$ cat config.mk
export PLATFORM = sky130hd
export DESIGN_NAME = positional_list_store_unit
export DESIGN_NICKNAME = d
export VERILOG_FILES = /design/src/rtl/core/plist_pkg.sv /design/src/rtl/core/plist_ram.sv /design/src/rtl/core/plist_ctrl.sv /design/src/rtl/core/positional_list_store_unit.sv
export SDC_FILE = /design/constraint.sdc
export NUM_CORES = 1
export LEC_CHECK = 0
export BUFFER_PORTS_ARGS = -buffer_cell sky130_fd_sc_hd__buf_2
export CAP_MARGIN = 0
export CORE_MARGIN = 2
export CORE_UTILIZATION = 55
export CTS_BUF_LIST = sky130_fd_sc_hd__clkbuf_4
export DETAILED_ROUTE_END_ITERATION = 12
export GPL_TIMING_DRIVEN = 0
export HOLD_SLACK_MARGIN = 0.15
export PLACE_DENSITY = 0.72
export SLEW_MARGIN = 30
export SYNTH_ARGS = -nofsm -noshare
export SYNTH_HDL_FRONTEND = slang
export SYNTH_SLANG_ARGS = --single-unit
$ cat constraint.sdc
create_clock -name clk -period 4.4 [get_ports clk]
set_clock_uncertainty 0.1 [all_clocks]
set_input_delay 0.88 -clock clk [delete_from_list [all_inputs] [get_ports clk]]
set_output_delay 0.88 -clock clk [all_outputs]
set_load 0.01 [all_outputs]
$ cat src/rtl/core/plist_pkg.sv
// Shared constants, codes and the result record of the positional list store.
// Used by plist_ctrl and positional_list_store_unit; depends on nothing.
package plist_pkg;

  // List size and the widths that follow from it.
  localparam int CAPACITY = 16;
  localparam int CNT_W    = $clog2(CAPACITY + 1);
  localparam int IDX_W    = $clog2(CAPACITY);

  // Field widths of the request and result beats.
  localparam int MODE_W = 2;
  localparam int POS_W  = 8;
  localparam int VAL_W  = 32;
  localparam int STAT_W = 2;
  localparam int LEN_W  = 5;

  // Stream data widths, rounded up to whole bytes.
  localparam int S_TDATA_W = ((POS_W + VAL_W + 7) / 8) * 8;
  localparam int M_BITS_W  = VAL_W + LEN_W + 1;
  localparam int M_TDATA_W = ((M_BITS_W + 7) / 8) * 8;
  localparam int M_PAD_W   = M_TDATA_W - M_BITS_W;

  // Request modes.
  localparam logic [MODE_W-1:0] MODE_INSERT   = 2'd0;
  localparam logic [MODE_W-1:0] MODE_DELETE   = 2'd1;
  localparam logic [MODE_W-1:0] MODE_RETRIEVE = 2'd2;

  // Result status codes.
  localparam logic [STAT_W-1:0] ST_OK    = 2'd0;
  localparam logic [STAT_W-1:0] ST_RANGE = 2'd1;
  localparam logic [STAT_W-1:0] ST_EMPTY = 2'd2;
  localparam logic [STAT_W-1:0] ST_FULL  = 2'd3;

  // One finished result, passed from the sequencer to the output register.
  typedef struct packed {
    logic [STAT_W-1:0] status;
    logic [VAL_W-1:0]  value_out;
    logic [LEN_W-1:0]  length;
    logic              is_empty;
  } result_t;

endpackage

$ cat src/rtl/core/plist_ram.sv
// Generic simple dual-port RAM: one write port, one read port, registered read.
// Standalone; no package dependencies.
module plist_ram #(
  parameter int WIDTH = 32,
  parameter int DEPTH = 16
) (
  input  logic                     clk,
  input  logic                     we,
  input  logic [$clog2(DEPTH)-1:0] waddr,
  input  logic [WIDTH-1:0]         wdata,
  input  logic                     re,
  input  logic [$clog2(DEPTH)-1:0] raddr,
  output logic [WIDTH-1:0]         rdata
);

  logic [WIDTH-1:0] mem [DEPTH];

  // Write port.
  always_ff @(posedge clk) begin
    if (we) begin
      mem[waddr] <= wdata;
    end
  end

  // Registered read port; data holds while re is low.
  always_ff @(posedge clk) begin
    if (re) begin
      rdata <= mem[raddr];
    end
  end

endmodule

$ cat src/rtl/core/plist_ctrl.sv
// Request sequencer of the positional list store: checks each request, shifts
// entries through the list RAM one per cycle and builds the result.
// Depends on plist_pkg and plist_ram.
module plist_ctrl (
  input  logic                           clk,
  input  logic                           rst,
  input  logic                           in_valid,
  output logic                           in_ready,
  input  logic [plist_pkg::MODE_W-1:0]   in_mode,
  input  logic [plist_pkg::POS_W-1:0]    in_pos,
  input  logic [plist_pkg::VAL_W-1:0]    in_val,
  output logic                           res_valid,
  input  logic                           res_ready,
  output plist_pkg::result_t             res
);

  typedef enum logic [5:0] {
    S_IDLE  = 6'b000001,
    S_MOVE  = 6'b000010,
    S_DRAIN = 6'b000100,
    S_READ  = 6'b001000,
    S_FINAL = 6'b010000,
    S_RESP  = 6'b100000
  } state_t;

  state_t                         state;
  logic [plist_pkg::CNT_W-1:0]    count;
  logic [plist_pkg::MODE_W-1:0]   op;
  logic [plist_pkg::IDX_W-1:0]    rd_ptr;
  logic [plist_pkg::IDX_W-1:0]    stop;
  logic [plist_pkg::IDX_W-1:0]    slot;
  logic [plist_pkg::VAL_W-1:0]    val;
  logic                           pend;
  logic [plist_pkg::IDX_W-1:0]    pend_addr;
  plist_pkg::result_t             res_q;

  logic [plist_pkg::POS_W:0]      pos_x;
  logic [plist_pkg::POS_W:0]      cnt_x;
  logic                           pos_zero;
  logic                           ins_bad;
  logic                           at_bad;
  logic                           full;
  logic [plist_pkg::IDX_W-1:0]    p0;
  logic [plist_pkg::STAT_W-1:0]   chk_status;
  logic                           work;
  logic [plist_pkg::CNT_W-1:0]    count_fin;

  logic                           ram_we;
  logic [plist_pkg::IDX_W-1:0]    ram_waddr;
  logic [plist_pkg::VAL_W-1:0]    ram_wdata;
  logic                           ram_re;
  logic [plist_pkg::VAL_W-1:0]    ram_rdata;

  // List storage.
  plist_ram #(
    .WIDTH (plist_pkg::VAL_W),
    .DEPTH (plist_pkg::CAPACITY)
  ) u_list_ram (
    .clk   (clk),
    .we    (ram_we),
    .waddr (ram_waddr),
    .wdata (ram_wdata),
    .re    (ram_re),
    .raddr (rd_ptr),
    .rdata (ram_rdata)
  );

  // Position checks on the incoming request against the current count.
  always_comb begin
    pos_x    = {1'b0, in_pos};
    cnt_x    = (plist_pkg::POS_W + 1)'(count);
    pos_zero = (in_pos == '0);
    ins_bad  = pos_zero || (pos_x > cnt_x + 1'b1);
    at_bad   = pos_zero || (pos_x > cnt_x);
    full     = (count == plist_pkg::CNT_W'(plist_pkg::CAPACITY));
    p0       = plist_pkg::IDX_W'(in_pos - 1'b1);
  end

  // Status of the request; only a clean insert, delete or retrieve needs the RAM.
  always_comb begin
    chk_status = plist_pkg::ST_OK;
    work       = 1'b0;
    unique case (in_mode)
      plist_pkg::MODE_INSERT: begin
        if (ins_bad) begin
          chk_status = plist_pkg::ST_RANGE;
        end else if (full) begin
          chk_status = plist_pkg::ST_FULL;
        end else begin
          work = 1'b1;
        end
      end
      plist_pkg::MODE_DELETE: begin
        if (count == '0) begin
          chk_status = plist_pkg::ST_EMPTY;
        end else if (at_bad) begin
          chk_status = plist_pkg::ST_RANGE;
        end else begin
          work = 1'b1;
        end
      end
      plist_pkg::MODE_RETRIEVE: begin
        if (at_bad) begin
          chk_status = plist_pkg::ST_RANGE;
        end else begin
          work = 1'b1;
        end
      end
      default: begin
        work = 1'b0;
      end
    endcase
  end

  // Count after the request completes.
  always_comb begin
    unique case (op)
      plist_pkg::MODE_INSERT: count_fin = count + 1'b1;
      plist_pkg::MODE_DELETE: count_fin = count - 1'b1;
      default:                count_fin = count;
    endcase
  end

  // RAM access: the read runs one entry ahead of the write-back of the shift.
  always_comb begin
    ram_re    = (state == S_MOVE) || (state == S_READ);
    ram_we    = ((state == S_MOVE) && pend) || (state == S_DRAIN) ||
                ((state == S_FINAL) && (op == plist_pkg::MODE_INSERT));
    ram_waddr = (state == S_FINAL) ? slot : pend_addr;
    ram_wdata = (state == S_FINAL) ? val : ram_rdata;
  end

  assign in_ready  = (state == S_IDLE);
  assign res_valid = (state == S_RESP);
  assign res       = res_q;

  // Control registers.
  always_ff @(posedge clk) begin
    if (rst) begin
      state <= S_IDLE;
      count <= '0;
      pend  <= 1'b0;
    end else begin
      unique case (state)
        S_IDLE: begin
          pend <= 1'b0;
          if (in_valid) begin
            if (!work) begin
              state <= S_RESP;
            end else if (in_mode == plist_pkg::MODE_INSERT) begin
              state <= (count > plist_pkg::CNT_W'(p0)) ? S_MOVE : S_FINAL;
            end else if (in_mode == plist_pkg::MODE_DELETE) begin
              state <= (plist_pkg::CNT_W'(p0) + 1'b1 < count) ? S_MOVE : S_FINAL;
            end else begin
              state <= S_READ;
            end
          end
        end
        S_MOVE: begin
          pend <= 1'b1;
          if (rd_ptr == stop) begin
            state <= S_DRAIN;
          end
        end
        S_DRAIN: begin
          state <= S_FINAL;
        end
        S_READ: begin
          state <= S_FINAL;
        end
        S_FINAL: begin
          count <= count_fin;
          state <= S_RESP;
        end
        S_RESP: begin
          if (res_ready) begin
            state <= S_IDLE;
          end
        end
        default: begin
          state <= S_IDLE;
        end
      endcase
    end
  end

  // Request payload, shift pointers and the result record.
  always_ff @(posedge clk) begin
    unique case (state)
      S_IDLE: begin
        op   <= in_mode;
        slot <= p0;
        val  <= in_val;
        if (in_mode == plist_pkg::MODE_INSERT) begin
          rd_ptr <= plist_pkg::IDX_W'(count - 1'b1);
          stop   <= p0;
        end else if (in_mode == plist_pkg::MODE_DELETE) begin
          rd_ptr <= p0 + 1'b1;
          stop   <= plist_pkg::IDX_W'(count - 1'b1);
        end else begin
          rd_ptr <= p0;
          stop   <= p0;
        end
        res_q.status    <= chk_status;
        res_q.value_out <= '0;
        res_q.length    <= plist_pkg::LEN_W'(count);
        res_q.is_empty  <= (count == '0);
      end
      S_MOVE: begin
        pend_addr <= (op == plist_pkg::MODE_INSERT) ? rd_ptr + 1'b1 : rd_ptr - 1'b1;
        if (rd_ptr != stop) begin
          rd_ptr <= (op == plist_pkg::MODE_INSERT) ? rd_ptr - 1'b1 : rd_ptr + 1'b1;
        end
      end
      S_FINAL: begin
        res_q.status    <= plist_pkg::ST_OK;
        res_q.value_out <= (op == plist_pkg::MODE_RETRIEVE) ? ram_rdata : '0;
        res_q.length    <= plist_pkg::LEN_W'(count_fin);
        res_q.is_empty  <= (count_fin == '0);
      end
      default: begin
        res_q <= res_q;
      end
    endcase
  end

  // The count never passes the list size.
  a_count_bound: assert property (@(posedge clk) disable iff (rst)
    count <= plist_pkg::CNT_W'(plist_pkg::CAPACITY))
    else $error("list count exceeds capacity");

  // The shift never reads the entry it is writing in the same cycle.
  a_no_rw_clash: assert property (@(posedge clk) disable iff (rst)
    !(ram_we && ram_re && (ram_waddr == rd_ptr)))
    else $error("list RAM read and write hit the same entry");

  // The count only moves when a request completes.
  a_count_hold: assert property (@(posedge clk) disable iff (rst)
    (state != S_FINAL) |=> $stable(count))
    else $error("list count changed outside request completion");

  // The empty flag agrees with the reported length.
  a_empty_len: assert property (@(posedge clk) disable iff (rst)
    res_valid |-> (res.is_empty == (res.length == '0)))
    else $error("empty flag disagrees with length");

endmodule

$ cat src/rtl/core/positional_list_store_unit.sv
// Top level of the positional list store: stream ports, the request sequencer
// and the result output register. Depends on plist_pkg and plist_ctrl.
//
//  Channel   Dir  Fields (tdata / tuser)
//  s_axis    in   tdata: position, value_in, tuser: mode
//  m_axis    out  tdata: value_out, length, is_empty, tuser: status
//
// A request whose status is an error goes straight to the response; a retrieve
// first reads the list RAM. An insert or delete shifts its entries through the
// list RAM one entry per cycle, writes the last one back and then finishes; when
// no entry moves it goes straight to the final step.
// A new request is taken in the cycle after the previous result leaves the
// sequencer, even while that result still waits in the output register.
// Reset empties the list; entries are not cleared.
module positional_list_store_unit (
  input  logic                               clk,
  input  logic                               rst,
  input  logic                               s_axis_tvalid,
  output logic                               s_axis_tready,
  // [7:0] position, [39:8] value_in
  input  logic [plist_pkg::S_TDATA_W-1:0]    s_axis_tdata,
  // [1:0] mode
  input  logic [plist_pkg::MODE_W-1:0]       s_axis_tuser,
  output logic                               m_axis_tvalid,
  input  logic                               m_axis_tready,
  // [31:0] value_out, [36:32] length, [37] is_empty, [39:38] zero
  output logic [plist_pkg::M_TDATA_W-1:0]    m_axis_tdata,
  // [1:0] status
  output logic [plist_pkg::STAT_W-1:0]       m_axis_tuser
);

  logic                 res_valid;
  logic                 res_ready;
  plist_pkg::result_t   res;
  logic                 out_valid;
  plist_pkg::result_t   out_q;

  // Request sequencer with the list memory.
  plist_ctrl u_ctrl (
    .clk       (clk),
    .rst       (rst),
    .in_valid  (s_axis_tvalid),
    .in_ready  (s_axis_tready),
    .in_mode   (s_axis_tuser),
    .in_pos    (s_axis_tdata[plist_pkg::POS_W-1:0]),
    .in_val    (s_axis_tdata[plist_pkg::POS_W +: plist_pkg::VAL_W]),
    .res_valid (res_valid),
    .res_ready (res_ready),
    .res       (res)
  );

  // Output register: loads when empty or when its beat is taken.
  assign res_ready = !out_valid || m_axis_tready;

  always_ff @(posedge clk) begin
    if (rst) begin
      out_valid <= 1'b0;
    end else if (res_ready) begin
      out_valid <= res_valid;
    end
  end

  always_ff @(posedge clk) begin
    if (res_valid && res_ready) begin
      out_q <= res;
    end
  end

  // Result beat packing.
  assign m_axis_tvalid = out_valid;
  assign m_axis_tuser  = out_q.status;
  assign m_axis_tdata  = {{plist_pkg::M_PAD_W{1'b0}}, out_q.is_empty, out_q.length,
                          out_q.value_out};

endmodule

==> run metrics <==
status=completed; CP most frequent cell=buf_2; top cells by count, synth=edfxtp_1 (674), mux4_2 (160), nand2_1 (111), nor2_1 (35), and2_1 (32); Top FF cell, synth=edfxtp_1; Skew-Pair Late Insertion Delay=around 1 ns; Place WS=0.798 ns; final worst slack=0.410 ns; P_int=about 11 mW; CTS Sinks=687; Final Critical Period=between 3 and 4 ns; post-synthesis xor/xnor area fraction=0.819%; FMAX=0.251 GHz; HP Class=reg2reg; RSZ-0062 raised after global routing=no; Root Buffer=clkbuf_4; hpwl dp=roughly 40 mm; worst r2r path cells=11; Synth Warn #=0; input/output buffers=86; CP peak stage delay=0.38 ns; CP required=3.42 ns; hold depth=0; Die Span X=roughly 220 um; IO Count=90; CTS tree=yes; Vias per Instance=5.93; Num CTS Buffers=169; Slew Limit Fails=0; Compound-Gate Fraction of Synth Area=1.72%; synthesized area=26700 um2; core area=47800 um2; initial antenna violation count=2; worst-margin pin slew=about 1.0 ns; layout cells sized above 1=35.4%; top cells by area, synth=edfxtp_1 (76%), mux4_2 (13%), nand2_1 (1.6%); post-synthesis sequential area ratio=76.6%; FF-to-FF End=u_ctrl.u_list_ram.mem[11][28]$_DFFE_PP_; clock group share of total power=37.4%; H-tree depth=4; post-synthesis mux area share=13.8%; Fin. Hold Viols=0; Synth top area share=75.7%; synth unique cells=58; post_cts resized=0; total power=14.0 mW; first-pass iteration count of the detailed router=5; post-synthesis adder-cell area fraction=~1.0%; power per cell area=443 nW/um2; P_sw=3.23 mW; critical path's slowest cell=nand3b_1; ANT nets after route=0; initial core utilization=55.9%; hold wc startpoint=u_ctrl.res[6]$_SDFFCE_PN0P_; ys async rst share=0%; largest family of logic cells by synthesized area=multiplexers; crit path DAT=3.01 ns; post-synthesis simple-gate area fraction=4.44%; Global Route Usage Sum=25.3%; cell breakdown of the critical path=buf_2, nor4_1, nand3b_1, inv_4, buf_12, buf_2; endpoints failing setup=0; first-pass GRT wire length=about 90 mm; register bit count reported by yosys=687; Lkg Pwr=10.8 nW; period utilization=90.7%; # DRC=0; GP Congestion=0.874; Starting DRT DRC Count=1425; post-DR wirelength/cell=25.9 um; dominant cell type by area after synthesis=edfxtp_1; Worst Hold Path EP=m_axis_tdata[0]$_DFFE_PP_; number of global-route vias before repair=14400; Area Overhead vs Synth=18.2%; Die Y=225 um; worst vdd ir=0.000222 V; Final nets=roughly 1700; R2R setup slack=0.75 ns; Post-synth EDFFs=674; FF-to-FF Start=u_ctrl.state[3]$_SDFFE_PP0P_; syn_area_per_cell=20.6 um2; Slew headroom=31.0%; Routed Wire Length=~61 mm; Die Footprint=50400 um2; GR Overflow Total=0; startpoint types=flip-flop; most frequent cell after synthesis=edfxtp_1; Worst Path Max Fanout=27; switching share of total power=between 20% and 30%; Clock Path Buffers=3; crit path kind=reg2out; Reg clk slew, reported paths=0.07 ns; Synth Instances=1300; Core Rows=80; CP endpoint kind=primary output; largest net degree at the start of global routing=28; Vias=14100; # Max-Cap Violations=0; sequential power share=53.0%; Gate power share=9.6%
power by group through the flow:
stage	clock network [mW]	logic, mW	registers [mW]
4_1_cts	5.34	1.37	7.42
5_1_grt	5.64	1.44	7.43
6_report	5.23	1.35	7.42
3_5_place_dp	0	1.33	7.56
3_3_place_gp	0	1.26	7.57
2_1_floorplan	0	0.909	7.55
cells in the final DEF (no fill, tap or decap), types with 9 or more instances in the layout:
master,count
dfxtp_1,13
nor2_4,16
and2_1,32
nor3_1,12
nand2_1,110
inv_1,20
edfxtp_1,674
dlygate4sd3_1,39
buf_1,10
clkbuf_1,23
nor2_1,19
clkinv_1,25
clkbuf_4,245
o21ai_0,15
mux4_2,160
a21oi_1,16
xnor2_1,18
mux2i_1,9
buf_2,108
buf_16,29
ha_1,22
metrics by stage:
| stage | TNS, ns | instances | util (%) | hold WS [ns] | cell area [um2] |
|---|---|---|---|---|---|
| CTS | 0 | 2371 | 66.0 | 0.274 | 31600 |
| floorplan | 0 | 1301 | - | 0.300 | 26800 |
| global route | 0 | 2372 | 66.1 | 0.318 | 31600 |
| finish | 0 | 2377 | 66.1 | 0.306 | 31600 |
| global placement | -672.04 | 2002 | 58.4 | 0.301 | 28000 |
| detailed placement | 0 | 2046 | 60.8 | 0.305 | 29100 |
cells by family after synthesis:
group / after synthesis
compound gates: 65
xor+xnor: 25
fa+ha+maj: 22
buf+inv: 86
flops: 687
mux: 169
other cells: 1
simple gates: 245
sequential cells by signal, indices dropped and copies added, names as in the netlist:
| signal | flops |
|---|---|
| u_ctrl.u_list_ram.mem | 512 |
| u_ctrl.res | 40 |
| m_axis_tdata | 38 |
| u_ctrl.u_list_ram.rdata | 32 |
| u_ctrl.val | 32 |
| u_ctrl.state | 6 |
| u_ctrl.count | 5 |
| u_ctrl.pend_addr | 4 |
| u_ctrl.rd_ptr | 4 |
| u_ctrl.slot | 4 |
| u_ctrl.stop | 4 |
| m_axis_tuser | 2 |
| u_ctrl.op | 2 |
| m_axis_tvalid | 1 |
| u_ctrl.pend | 1 |
how the worst max path moves through the flow:
stage / start / to / slack [ns] / depth (start not counted)
2_1_floorplan: u_ctrl.state[5]$_SDFFE_PP0P_ / u_ctrl.state[0]$_SDFFE_PP1P_ / 0.69 / 4
3_3_place_gp: u_ctrl.state[5]$_SDFFE_PP0P_ / u_ctrl.state[0]$_SDFFE_PP1P_ / -2.49 / 4
3_5_place_dp: u_ctrl.state[3]$_SDFFE_PP0P_ / u_ctrl.u_list_ram.mem[11][18]$_DFFE_PP_ / 0.80 / 9
4_1_cts: u_ctrl.state[3]$_SDFFE_PP0P_ / s_axis_tready / 0.30 / 6
5_1_grt: u_ctrl.state[3]$_SDFFE_PP0P_ / s_axis_tready / 0.16 / 6
6_report: u_ctrl.state[3]$_SDFFE_PP0P_ / s_axis_tready / 0.41 / 6
timing repair:
action | in CTS | in global routing
hold buffers | 39 | 0
endpoints found under the hold margin | 44 | 0
setup buffers | 0 | 0
layout make-up:
class | instances | area (um2)
plain buffers | 64 | 328
multi-input cells | 528 | 6010
inverters | 22 | 86.3
repair buffers | 169 | 1810
clock buffers | 245 | 1840
flip-flops and latches | 687 | 20500
clock inverters | 41 | 274
well taps | 615 | 769
diodes | 6 | 15.0
fillers | 3160 | 16200
metal layers:
| layer | share of wire, % | up-vias | track usage [%] |
|---|---|---|---|
| met4 | 2.4 | 0 | 9.55 |
| met3 | 8.0 | 126 | 5.67 |
| met5 | 0 | - | 0 |
| met1 | 39 | 7209 | 34.2 |
| li1 | - | 6052 | - |
| met2 | 50 | 697 | 40.9 |
critical path: cells and delay by family (launching register included):
family	cells	cell delay [ns]
flip-flops	1	0.30
AND/OR/NAND/NOR	2	0.72
buffers and inverters	4	0.95
No activity file was read; power rests on OpenSTA's default activity.
